File: src/hw/rtl/sle_pkg.sv
// Shared types and constants for the sorted list engine.
`default_nettype none
package sle_pkg;

	localparam int DEPTH_DEF = 16;
	localparam int VAL_W     = 32;
	localparam int REQ_W     = 2;
	localparam int STATUS_W  = 2;
	localparam int OUT_W     = 5;

	typedef enum logic [REQ_W-1:0] {
		REQ_INSERT = 2'd0,
		REQ_FIND   = 2'd1,
		REQ_DELETE = 2'd2
	} req_e_t;

	typedef enum logic [STATUS_W-1:0] {
		STAT_DONE     = 2'd0,
		STAT_NOTFOUND = 2'd1,
		STAT_FULL     = 2'd2
	} status_e_t;

	typedef enum logic [2:0] {
		OP_HOLD    = 3'd0,
		OP_COMPARE = 3'd1,
		OP_SCAN    = 3'd2,
		OP_INSERT  = 3'd3,
		OP_DELETE  = 3'd4
	} cell_op_t;

	typedef enum logic [1:0] {
		ST_IDLE = 2'd0,
		ST_CMP  = 2'd1,
		ST_SCAN = 2'd2,
		ST_RESP = 2'd3
	} state_t;

	// broadcast from the controller to every cell
	typedef struct packed {
		cell_op_t          op;
		logic [VAL_W-1:0]  value;
	} cell_ctrl_t;

	// what one cell shows its neighbors
	typedef struct packed {
		logic [VAL_W-1:0]  val;
		logic              vld;
		logic              lt;
		logic              sh_lt;
		logic              sh_eq;
	} cell_link_t;

endpackage
`default_nettype wire

File: src/hw/rtl/sle_cell.sv
// One list cell: holds one entry, compares it and shifts with its neighbors.
`default_nettype none
module sle_cell (
	input  wire logic                clk,
	input  wire logic                arst_n,
	input  wire sle_pkg::cell_ctrl_t ctrl,
	input  wire sle_pkg::cell_link_t left,
	input  wire sle_pkg::cell_link_t right,
	output sle_pkg::cell_link_t      self
);

	logic [sle_pkg::VAL_W-1:0] val_q;
	logic vld_q;
	logic lt_q;
	logic sh_lt_q;
	logic sh_eq_q;
	logic lt_c;
	logic eq_c;

	assign lt_c = vld_q && ($signed(val_q) < $signed(ctrl.value));
	assign eq_c = vld_q && (val_q == ctrl.value);

	// entry payload, no reset
	always_ff @(posedge clk) begin
		case (ctrl.op)
			sle_pkg::OP_INSERT: begin
				if (!lt_q) begin
					val_q <= left.lt ? ctrl.value : left.val;
				end
			end
			sle_pkg::OP_DELETE: begin
				if (!lt_q) begin
					val_q <= right.val;
				end
			end
			default: begin
			end
		endcase
	end

	always_ff @(posedge clk or negedge arst_n) begin
		if (!arst_n) begin
			vld_q   <= 1'b0;
			lt_q    <= 1'b0;
			sh_lt_q <= 1'b0;
			sh_eq_q <= 1'b0;
		end else begin
			case (ctrl.op)
				sle_pkg::OP_COMPARE: begin
					lt_q    <= lt_c;
					sh_lt_q <= lt_c;
					sh_eq_q <= eq_c;
				end
				sle_pkg::OP_SCAN: begin
					sh_lt_q <= right.sh_lt;
					sh_eq_q <= right.sh_eq;
				end
				sle_pkg::OP_INSERT: begin
					if (!lt_q) begin
						vld_q <= left.lt ? 1'b1 : left.vld;
					end
				end
				sle_pkg::OP_DELETE: begin
					if (!lt_q) begin
						vld_q <= right.vld;
					end
				end
				default: begin
				end
			endcase
		end
	end

	assign self.val   = val_q;
	assign self.vld   = vld_q;
	assign self.lt    = lt_q;
	assign self.sh_lt = sh_lt_q;
	assign self.sh_eq = sh_eq_q;

endmodule
`default_nettype wire

File: src/hw/rtl/sorted_list_engine.sv
// Sorted list engine top level: request control and the chain of list cells.
// Sequence: accept, a compare state, then scan states that shift the compare flags
//   toward the head cell until the insertion point or first match reaches it, then a
//   response state that waits for the output register to be free.
// Requests are taken one at a time: in_stall stays high until the controller is idle.
// Reset (arst_n low, asynchronous): list empty, controller idle, no result pending.
`default_nettype none
module sorted_list_engine #(
	parameter int DEPTH = sle_pkg::DEPTH_DEF
) (
	input  wire logic                          clk,
	input  wire logic                          arst_n,
	input  wire logic                          in_valid,
	output logic                               in_stall,
	input  wire logic [sle_pkg::REQ_W-1:0]     req_type,
	input  wire logic signed [sle_pkg::VAL_W-1:0] value,
	output logic                               out_valid,
	input  wire logic                          out_stall,
	output logic [sle_pkg::STATUS_W-1:0]       status,
	output logic [sle_pkg::OUT_W-1:0]          position,
	output logic [sle_pkg::OUT_W-1:0]          count
);

	localparam int CNT_W = $clog2(DEPTH + 1);

	sle_pkg::state_t state_q;
	sle_pkg::state_t state_nxt;

	logic [sle_pkg::REQ_W-1:0] req_q;
	logic [sle_pkg::VAL_W-1:0] value_q;
	logic [CNT_W-1:0]          fill_q;
	logic [CNT_W-1:0]          k_q;

	logic [sle_pkg::STATUS_W-1:0] res_status_q;
	logic [CNT_W-1:0]             res_pos_q;
	logic [CNT_W-1:0]             res_cnt_q;
	logic                         out_valid_q;
	logic [sle_pkg::STATUS_W-1:0] out_status_q;
	logic [sle_pkg::OUT_W-1:0]    out_pos_q;
	logic [sle_pkg::OUT_W-1:0]    out_cnt_q;

	sle_pkg::cell_ctrl_t ctrl;
	sle_pkg::cell_link_t links [DEPTH];
	sle_pkg::cell_link_t edge_left;
	sle_pkg::cell_link_t edge_right;
	logic [DEPTH-1:0]    vld_vec;

	logic accept;
	logic out_free;
	logic scan_hit;
	logic found;
	logic not_full;
	logic do_insert;
	logic do_delete;
	logic [sle_pkg::STATUS_W-1:0] hit_status;
	logic [CNT_W-1:0]             hit_pos;
	logic [CNT_W-1:0]             hit_cnt;

	assign accept   = in_valid && !in_stall;
	assign out_free = !out_valid_q || !out_stall;

	// Head cell sees the flags of cell k during scan; the first cell whose entry is
	// not below the request marks the insertion point and the first possible match.
	assign scan_hit  = !links[0].sh_lt;
	assign found     = links[0].sh_eq;
	assign not_full  = fill_q < CNT_W'(DEPTH);
	assign do_insert = scan_hit && (req_q == sle_pkg::REQ_INSERT) && not_full;
	assign do_delete = scan_hit && (req_q == sle_pkg::REQ_DELETE) && found;

	// Result of the request, valid in the cycle the scan hits
	always_comb begin
		hit_status = sle_pkg::STAT_NOTFOUND;
		hit_pos    = '0;
		hit_cnt    = fill_q;
		case (req_q)
			sle_pkg::REQ_INSERT: begin
				if (not_full) begin
					hit_status = sle_pkg::STAT_DONE;
					hit_pos    = k_q + 1'b1;
					hit_cnt    = fill_q + 1'b1;
				end else begin
					hit_status = sle_pkg::STAT_FULL;
				end
			end
			sle_pkg::REQ_FIND: begin
				if (found) begin
					hit_status = sle_pkg::STAT_DONE;
					hit_pos    = k_q + 1'b1;
				end
			end
			sle_pkg::REQ_DELETE: begin
				if (found) begin
					hit_status = sle_pkg::STAT_DONE;
					hit_pos    = k_q + 1'b1;
					hit_cnt    = fill_q - 1'b1;
				end
			end
			default: begin
				// unused request code: ignore, report not found
			end
		endcase
	end

	// Next state
	always_comb begin
		state_nxt = state_q;
		case (state_q)
			sle_pkg::ST_IDLE: begin
				if (accept) begin
					state_nxt = sle_pkg::ST_CMP;
				end
			end
			sle_pkg::ST_CMP: begin
				state_nxt = sle_pkg::ST_SCAN;
			end
			sle_pkg::ST_SCAN: begin
				if (scan_hit) begin
					state_nxt = sle_pkg::ST_RESP;
				end
			end
			sle_pkg::ST_RESP: begin
				if (out_free) begin
					state_nxt = sle_pkg::ST_IDLE;
				end
			end
			default: begin
				state_nxt = sle_pkg::ST_IDLE;
			end
		endcase
	end

	// Controller outputs: input handshake and the command broadcast to the cells
	always_comb begin
		in_stall   = 1'b1;
		ctrl.op    = sle_pkg::OP_HOLD;
		ctrl.value = value_q;
		case (state_q)
			sle_pkg::ST_IDLE: begin
				in_stall = 1'b0;
			end
			sle_pkg::ST_CMP: begin
				ctrl.op = sle_pkg::OP_COMPARE;
			end
			sle_pkg::ST_SCAN: begin
				if (do_insert) begin
					ctrl.op = sle_pkg::OP_INSERT;
				end else if (do_delete) begin
					ctrl.op = sle_pkg::OP_DELETE;
				end else if (!scan_hit) begin
					ctrl.op = sle_pkg::OP_SCAN;
				end
			end
			default: begin
			end
		endcase
	end

	always_ff @(posedge clk or negedge arst_n) begin
		if (!arst_n) begin
			state_q     <= sle_pkg::ST_IDLE;
			fill_q      <= '0;
			k_q         <= '0;
			out_valid_q <= 1'b0;
		end else begin
			state_q <= state_nxt;
			// clear the scan position at every request, advance it while scanning
			if (state_q == sle_pkg::ST_CMP) begin
				k_q <= '0;
			end else if (state_q == sle_pkg::ST_SCAN && !scan_hit) begin
				k_q <= k_q + 1'b1;
			end
			if (state_q == sle_pkg::ST_SCAN && scan_hit) begin
				fill_q <= hit_cnt;
			end
			// output register: load the pending result once the old beat is gone
			if (state_q == sle_pkg::ST_RESP && out_free) begin
				out_valid_q <= 1'b1;
			end else if (!out_stall) begin
				out_valid_q <= 1'b0;
			end
		end
	end

	// payload registers, no reset
	always_ff @(posedge clk) begin
		if (accept) begin
			req_q   <= req_type;
			value_q <= value;
		end
		if (state_q == sle_pkg::ST_SCAN && scan_hit) begin
			res_status_q <= hit_status;
			res_pos_q    <= hit_pos;
			res_cnt_q    <= hit_cnt;
		end
		if (state_q == sle_pkg::ST_RESP && out_free) begin
			out_status_q <= res_status_q;
			out_pos_q    <= sle_pkg::OUT_W'(res_pos_q);
			out_cnt_q    <= sle_pkg::OUT_W'(res_cnt_q);
		end
	end

	assign out_valid = out_valid_q;
	assign status    = out_status_q;
	assign position  = out_pos_q;
	assign count     = out_cnt_q;

	// Chain ends: the left edge acts as a valid entry below everything, the right
	// edge as an empty slot, so insert and delete shift in the right values.
	assign edge_left.val   = '0;
	assign edge_left.vld   = 1'b1;
	assign edge_left.lt    = 1'b1;
	assign edge_left.sh_lt = 1'b0;
	assign edge_left.sh_eq = 1'b0;

	assign edge_right.val   = '0;
	assign edge_right.vld   = 1'b0;
	assign edge_right.lt    = 1'b0;
	assign edge_right.sh_lt = 1'b0;
	assign edge_right.sh_eq = 1'b0;

	for (genvar i = 0; i < DEPTH; i++) begin : g_cell
		sle_pkg::cell_link_t nb_left;
		sle_pkg::cell_link_t nb_right;
		if (i == 0) begin : g_first
			assign nb_left = edge_left;
		end else begin : g_mid_l
			assign nb_left = links[i-1];
		end
		if (i == DEPTH - 1) begin : g_last
			assign nb_right = edge_right;
		end else begin : g_mid_r
			assign nb_right = links[i+1];
		end
		sle_cell u_cell (
			.clk    (clk),
			.arst_n (arst_n),
			.ctrl   (ctrl),
			.left   (nb_left),
			.right  (nb_right),
			.self   (links[i])
		);
		assign vld_vec[i] = links[i].vld;
	end

`ifndef ASSERT_OFF
	a_fill_bound: assert property (@(posedge clk) disable iff (!arst_n)
		fill_q <= CNT_W'(DEPTH))
		else $error("fill count above depth");

	a_valid_packed: assert property (@(posedge clk) disable iff (!arst_n)
		((vld_vec >> 1) & ~vld_vec) == '0)
		else $error("list entries not packed from the head");

	a_valid_count: assert property (@(posedge clk) disable iff (!arst_n)
		$countones(vld_vec) == int'(fill_q))
		else $error("valid cells disagree with fill count");

	a_insert_grows: assert property (@(posedge clk) disable iff (!arst_n)
		(state_q == sle_pkg::ST_SCAN && do_insert) |=> fill_q == $past(fill_q) + 1'b1)
		else $error("insert did not grow the list");
`endif

endmodule
`default_nettype wire

File: config.mk
export PLATFORM = sky130hd
export DESIGN_NAME = sorted_list_engine
export DESIGN_NICKNAME = d
export VERILOG_FILES = /design/src/hw/rtl/sle_pkg.sv /design/src/hw/rtl/sle_cell.sv /design/src/hw/rtl/sorted_list_engine.sv
export SDC_FILE = /design/constraint.sdc
export NUM_CORES = 2
export LEC_CHECK = 0
export BUFFER_PORTS_ARGS = -buffer_cell sky130_fd_sc_hd__buf_2
export CORE_ASPECT_RATIO = 0.75
export CORE_UTILIZATION = 45
export DETAILED_ROUTE_END_ITERATION = 6
export PLACE_DENSITY = 0.63
export SETUP_SLACK_MARGIN = 0.3
export SLEW_MARGIN = 40
export SYNTH_ARGS = -nofsm -noshare
export SYNTH_HDL_FRONTEND = slang
export SYNTH_SLANG_ARGS = --single-unit
File: constraint.sdc
create_clock -name clk -period 11.2 [get_ports clk]
set_input_delay 3.36 -clock clk [delete_from_list [all_inputs] [get_ports clk]]
set_output_delay 3.36 -clock clk [all_outputs]
set_load 0.05 [all_outputs]
Yosys cells after proc, flatten, opt, wreduce, memory -nomap -nowiden:

Cells that the tools add are included.

* bits in registers: 647
* input port bits: 38

* add/sub/neg operators: 3
* order comparisons: 17
* equality and inequality tests: 61
* mux-type cells: 180
* reductions and logical operators: 67

Operator list (count)
* $mux 32: 47
* $pmux 32 s2: 16
* $eq 32x32->1: 16
* $lt 32x32->1: 16
* $pmux 1 s2: 48
* $ne 2x2->1 const B: 35
* $mux 1: 51
* $reduce_and 3->1: 17
* $logic_and 1x1->1: 40
* $mux 5: 6
* $pmux 5 s2: 2
* $add 5x1->5 const B: 2
* $mux 2: 5
* $pmux 2 s4: 1
* $eq 2x2->1 const B: 3
* $eq 3x2->1 const B: 2
* $mux 3: 2
* $pmux 3 s2: 1
* $reduce_bool 2->1: 3
* $lt 5x5->1 const B: 1
* $sub 5x1->5 const B: 1
* $eq 2x1->1 const B: 2
* $logic_not 2->1: 2
* $pmux 2 s2: 1
* 6 further kinds: 8

Longest topological paths before layout:

* depth after elaboration: 9
* gate-level depth with buffers: 10
* depth with buffers taken out: 8

Hierarchy:

A second synthesis with hierarchy kept.

* cells, all modules: 4757
* area, all modules: 46119.2 um^2

By module, submodules not included
* sle_cell: times used 16, cells each 285, area each 2697.6 um^2
* sorted_list_engine: times used 1, cells each 197, area each 2957.8 um^2

Worst setup path after synthesis:

OpenSTA, ideal clock, no wires.

* path type: input -> register
* start point: input port out_stall
* end point: register out_cnt_q, in the netlist count[0], enable pin
* library setup time: 0.400 ns
* arrival: 4.304 ns
* data required time: 10.800 ns
* path slack: 6.496 ns
* cell stages on the path: 1
* cell sequence: a21boi_0

* word-level cells in the longest chain between the ends: 3

RTL lines
* from (decl): RTL line sorted_list_engine.sv:18 `input wire logic out_stall,`
* $logic_not 1->1
* $logic_or 1x1->1: RTL line sorted_list_engine.sv:60 `assign out_free = !out_valid_q || !out_stall;`
* $logic_and 1x1->1: RTL line sorted_list_engine.sv:195 `if (state_q == sle_pkg::ST_RESP && out_free) begin`
* to (signal assigned): RTL line sorted_list_engine.sv:198 `out_cnt_q <= sle_pkg::OUT_W'(res_cnt_q);`
* to (decl): RTL line sorted_list_engine.sv:40 `logic [sle_pkg::OUT_W-1:0] out_cnt_q;`

No other way between the ends.
A chain may end at the register's enable or synchronous reset.

Final worst setup path:

* start point: register state_q[0]
* end point: output port in_stall

* word-level cells in the longest chain between the ends: 2

RTL lines
* from (decl): RTL line sorted_list_engine.sv:26 `sle_pkg::state_t state_q;`
* from (signal assigned): RTL line sorted_list_engine.sv:160 `state_q <= sle_pkg::ST_IDLE;`
* from (signal assigned): RTL line sorted_list_engine.sv:165 `state_q <= state_nxt;`
* $logic_not 2->1: RTL line sorted_list_engine.sv:137 `case (state_q)`
* $mux 1: RTL line sorted_list_engine.sv:137
* to (decl): RTL line sorted_list_engine.sv:14 `output logic in_stall,`

No other way between the ends.

==> impl_metrics.toml <==
[synth]
async_reset_ff_frac = 0.1190
ys.warnings.count = 0
synth_area_leader_cell = "edfxtp_1"
synth_most_common_cell = "nand2_1"
synth_area_um2 = 42370
netlist.area_leader.share = 0.4040
synth.area.top_cells = "edfxtp_1 40%, ha_1 15%, mux2i_1 11%"
synth_cell_types = 60
ys_seq_area_frac = 0.4495
syn_inst = 4097
synth_seq_cells = 647
synth.top_cells.by_count = "661 x nand2_1, 570 x edfxtp_1, 567 x o21ai_0"
syn_area_per_cell_um2 = 10.34
synth_edf_count = 570
synth_ff_type = "edfxtp_1"
synth_nets = 4658

[setup_path]
cp_slowest_cell = "dfrtp_1"
cp.required_ns = 7.84
critPathMaxFanout = 4
worstSetupEndpointType = "output pin"
critical_path_arrival_ns = 1.67
slowest_delay_ns = 0.38
crit_top_cell = "inv_1"
crit_type = "reg -> out"
start_kind = "flop"
path_cells = "inv_1 > ha_1 > inv_1 > buf_2"

[global_route]
grt_pass1_wl_mm = 189.1
grt_pass1_vias = 31200
grt.total_usage = 0.2550
antenna_found_initial = 0
overflow = 0
grt_max_degree = 220

[sta]
slew-limit-headroom = 0.4067
rsz0062_at_grt = "no"
drv_slew = 0
fmax_mhz = 199.0
finalCriticalPeriod_ns = 5.025
fin_crit_sh = 0.4487
finClkSkew_ns = 0.02217
hold_viol_final = 0
setup_tns_ns = 0
setup_viol = 0
tightest_slew_ns = 0.8890

[clock_tree]
clk_latency_ns = 0.64
clockBufferDepth = 3
clock-root-buffer = "clkbuf_16"
cts_tree = "yes"
numCtsBuffers = 70
clkSinkCount = 647
cts_resized = 0
holdBufCountCts = 0
htreeDepth = 3
cts_setup_buffers = 0
clk_pin_slew_worst_paths_ns = 0.05

[route]
drt_iter0_drc = 3469
vias_per_cell = 6.101
num_vias = 32780
finalWirelength_mm = 121.9
drt_pass1_iterations = 7
drtAntennaViolNets = 0
drc = 2
wl_per_cell_um = 22.69

[outcome]
status = "finished, violations left"
violations = "design-rule violations"

[floorplanning]
ios = 52
dieArea_um2 = 95390
core_area_um2 = 93330
die_w_um = 356.3
initial_core_util = 0.4539
row_count = 97
die_h_um = 267.7

[hold_path]
hold_class = "reg -> reg"

[cells_and_area]
multiInputGateArea_um2 = 22190
postLayoutCellArea_um2 = 46500
drive_gt1_frac = 0.07158
ff_latch_area_um2 = 19060
antenna_cells = 0
syn_to_final_growth_pct = 9.766
nets = 4640
fill_cells = 8532

[power_and_ir_drop]
power.leakage_nw = 16.33
vdd_drop_max_v = 0.0001044
power.density_nw_per_um2 = 171.1

[place]
dp_hpwl_mm = 88.79
gp_congestion = 0.8656
placed_area_um2 = 44310
port_buffers = 51

[flow_run]
max_cap_violations = 0
-- flip-flops by register name, summed over array words and instances (netlist names), 5 cells and up --
signal / count
fill_q: 5
value_q: 32
g_cell.u_cell.vld_q: 16
g_cell.u_cell.sh_lt_q: 16
res_cnt_q: 5
position: 5
count: 5
g_cell.u_cell.lt_q: 16
g_cell.u_cell.val_q: 512
res_pos_q: 5
k_q: 5
g_cell.u_cell.sh_eq_q: 16
-- layer usage --
metal	share of wire	wire length, um	track usage
met1	0.50	60610	0.3997
met2	0.41	50350	0.3628
met3	0.075	9122	0.04618
met5	0	0	0
met4	0.015	1797	0.04976
-- cell families (layout without fill, tap and decap cells) --
group,count (synthesis),after routing,share of synthesized area
buf+inv,320,358,0.03060
flops,647,647,0.4495
compound gates,964,964,0.1270
fa+ha+maj,523,523,0.1545
xor+xnor,12,12,0.002481
mux,488,488,0.1154
simple gates,1143,1143,0.1205
-- worst max-delay path: cells and delay by family, from the launching register on --
kind,cells,cell delay [ns]
DFF,1,0.38
buffers and inverters,3,0.45
adders and majority gates,1,0.22
-- cells in the final DEF (no fill, tap or decap), types with 13 or more instances in the layout --
master / instances
nor4_1: 18
o211ai_1: 27
nand2_1: 661
buf_2: 50
dfrtp_2: 15
or4_1: 16
nor2_1: 101
inv_1: 81
a21o_1: 22
nor3_1: 45
buf_4: 65
edfxtp_1: 570
nor2b_1: 14
o21ai_0: 567
nand3_1: 111
a21boi_0: 15
nor2_4: 17
dfrtp_1: 62
nor3b_1: 30
clkinv_1: 17
clkbuf_1: 22
ha_1: 522
a21oi_1: 243
nand4_1: 102
a221oi_1: 13
clkbuf_16: 73
mux2i_1: 483
-- power breakdown --
part	switching, mW	total [mW]	internal [mW]
logic	1.49	2.30	0.807
registers	0.289	3.36	3.08
clock network	1.03	2.29	1.26
-- worst paths after layout --
path / end / cells past startpoint / slack (ns) / startpoint
worst max register to register: g_cell[3].u_cell.val_q[21]$_DFFE_PP_ / 10 / 6.31 / state_q[1]$_DFFE_PN0P_
worst min register to register: position[0]$_DFFE_PP_ / 0 / 0.42 / res_pos_q[0]$_DFFE_PP_
min in group asynchronous: g_cell[0].u_cell.sh_eq_q$_DFFE_PN0P_ / 1 / 2.64 / arst_n
worst min-delay path: position[0]$_DFFE_PP_ / 0 / 0.42 / res_pos_q[0]$_DFFE_PP_
worst max-delay path: in_stall / 4 / 6.17 / state_q[0]$_DFFE_PN0P_
max in group asynchronous: g_cell[14].u_cell.lt_q$_DFFE_PN0P_ / 2 / 7.47 / arst_n
-- metrics by stage --
stage	power (mW)	worst slack (ns)	utilization	std cells	hold WS (ns)
final	7.958	6.175	0.4983	5372	0.4168
after global routing	8.350	6.058	0.4983	5372	0.4354
after CTS	7.948	6.128	0.4978	5370	0.4188
after detailed placement	5.666	6.560	0.4747	5242	0.4045
after global placement	5.556	6.416	0.4708	5227	0.4008
after floorplan	4.828	6.496	-	4097	0.4003
-- final cells by class --
| type | count | area share |
|---|---|---|
| inverter | 90 | 0.007264 |
| sequential | 647 | 0.4099 |
| multi-input combinational | 3130 | 0.4771 |
| timing repair buffer | 140 | 0.02629 |
| clock inverter | 31 | 0.004547 |
| tap | 1237 | 0.03328 |
| clock buffer | 97 | 0.04165 |
No activity file was read; power rests on OpenSTA's default activity.
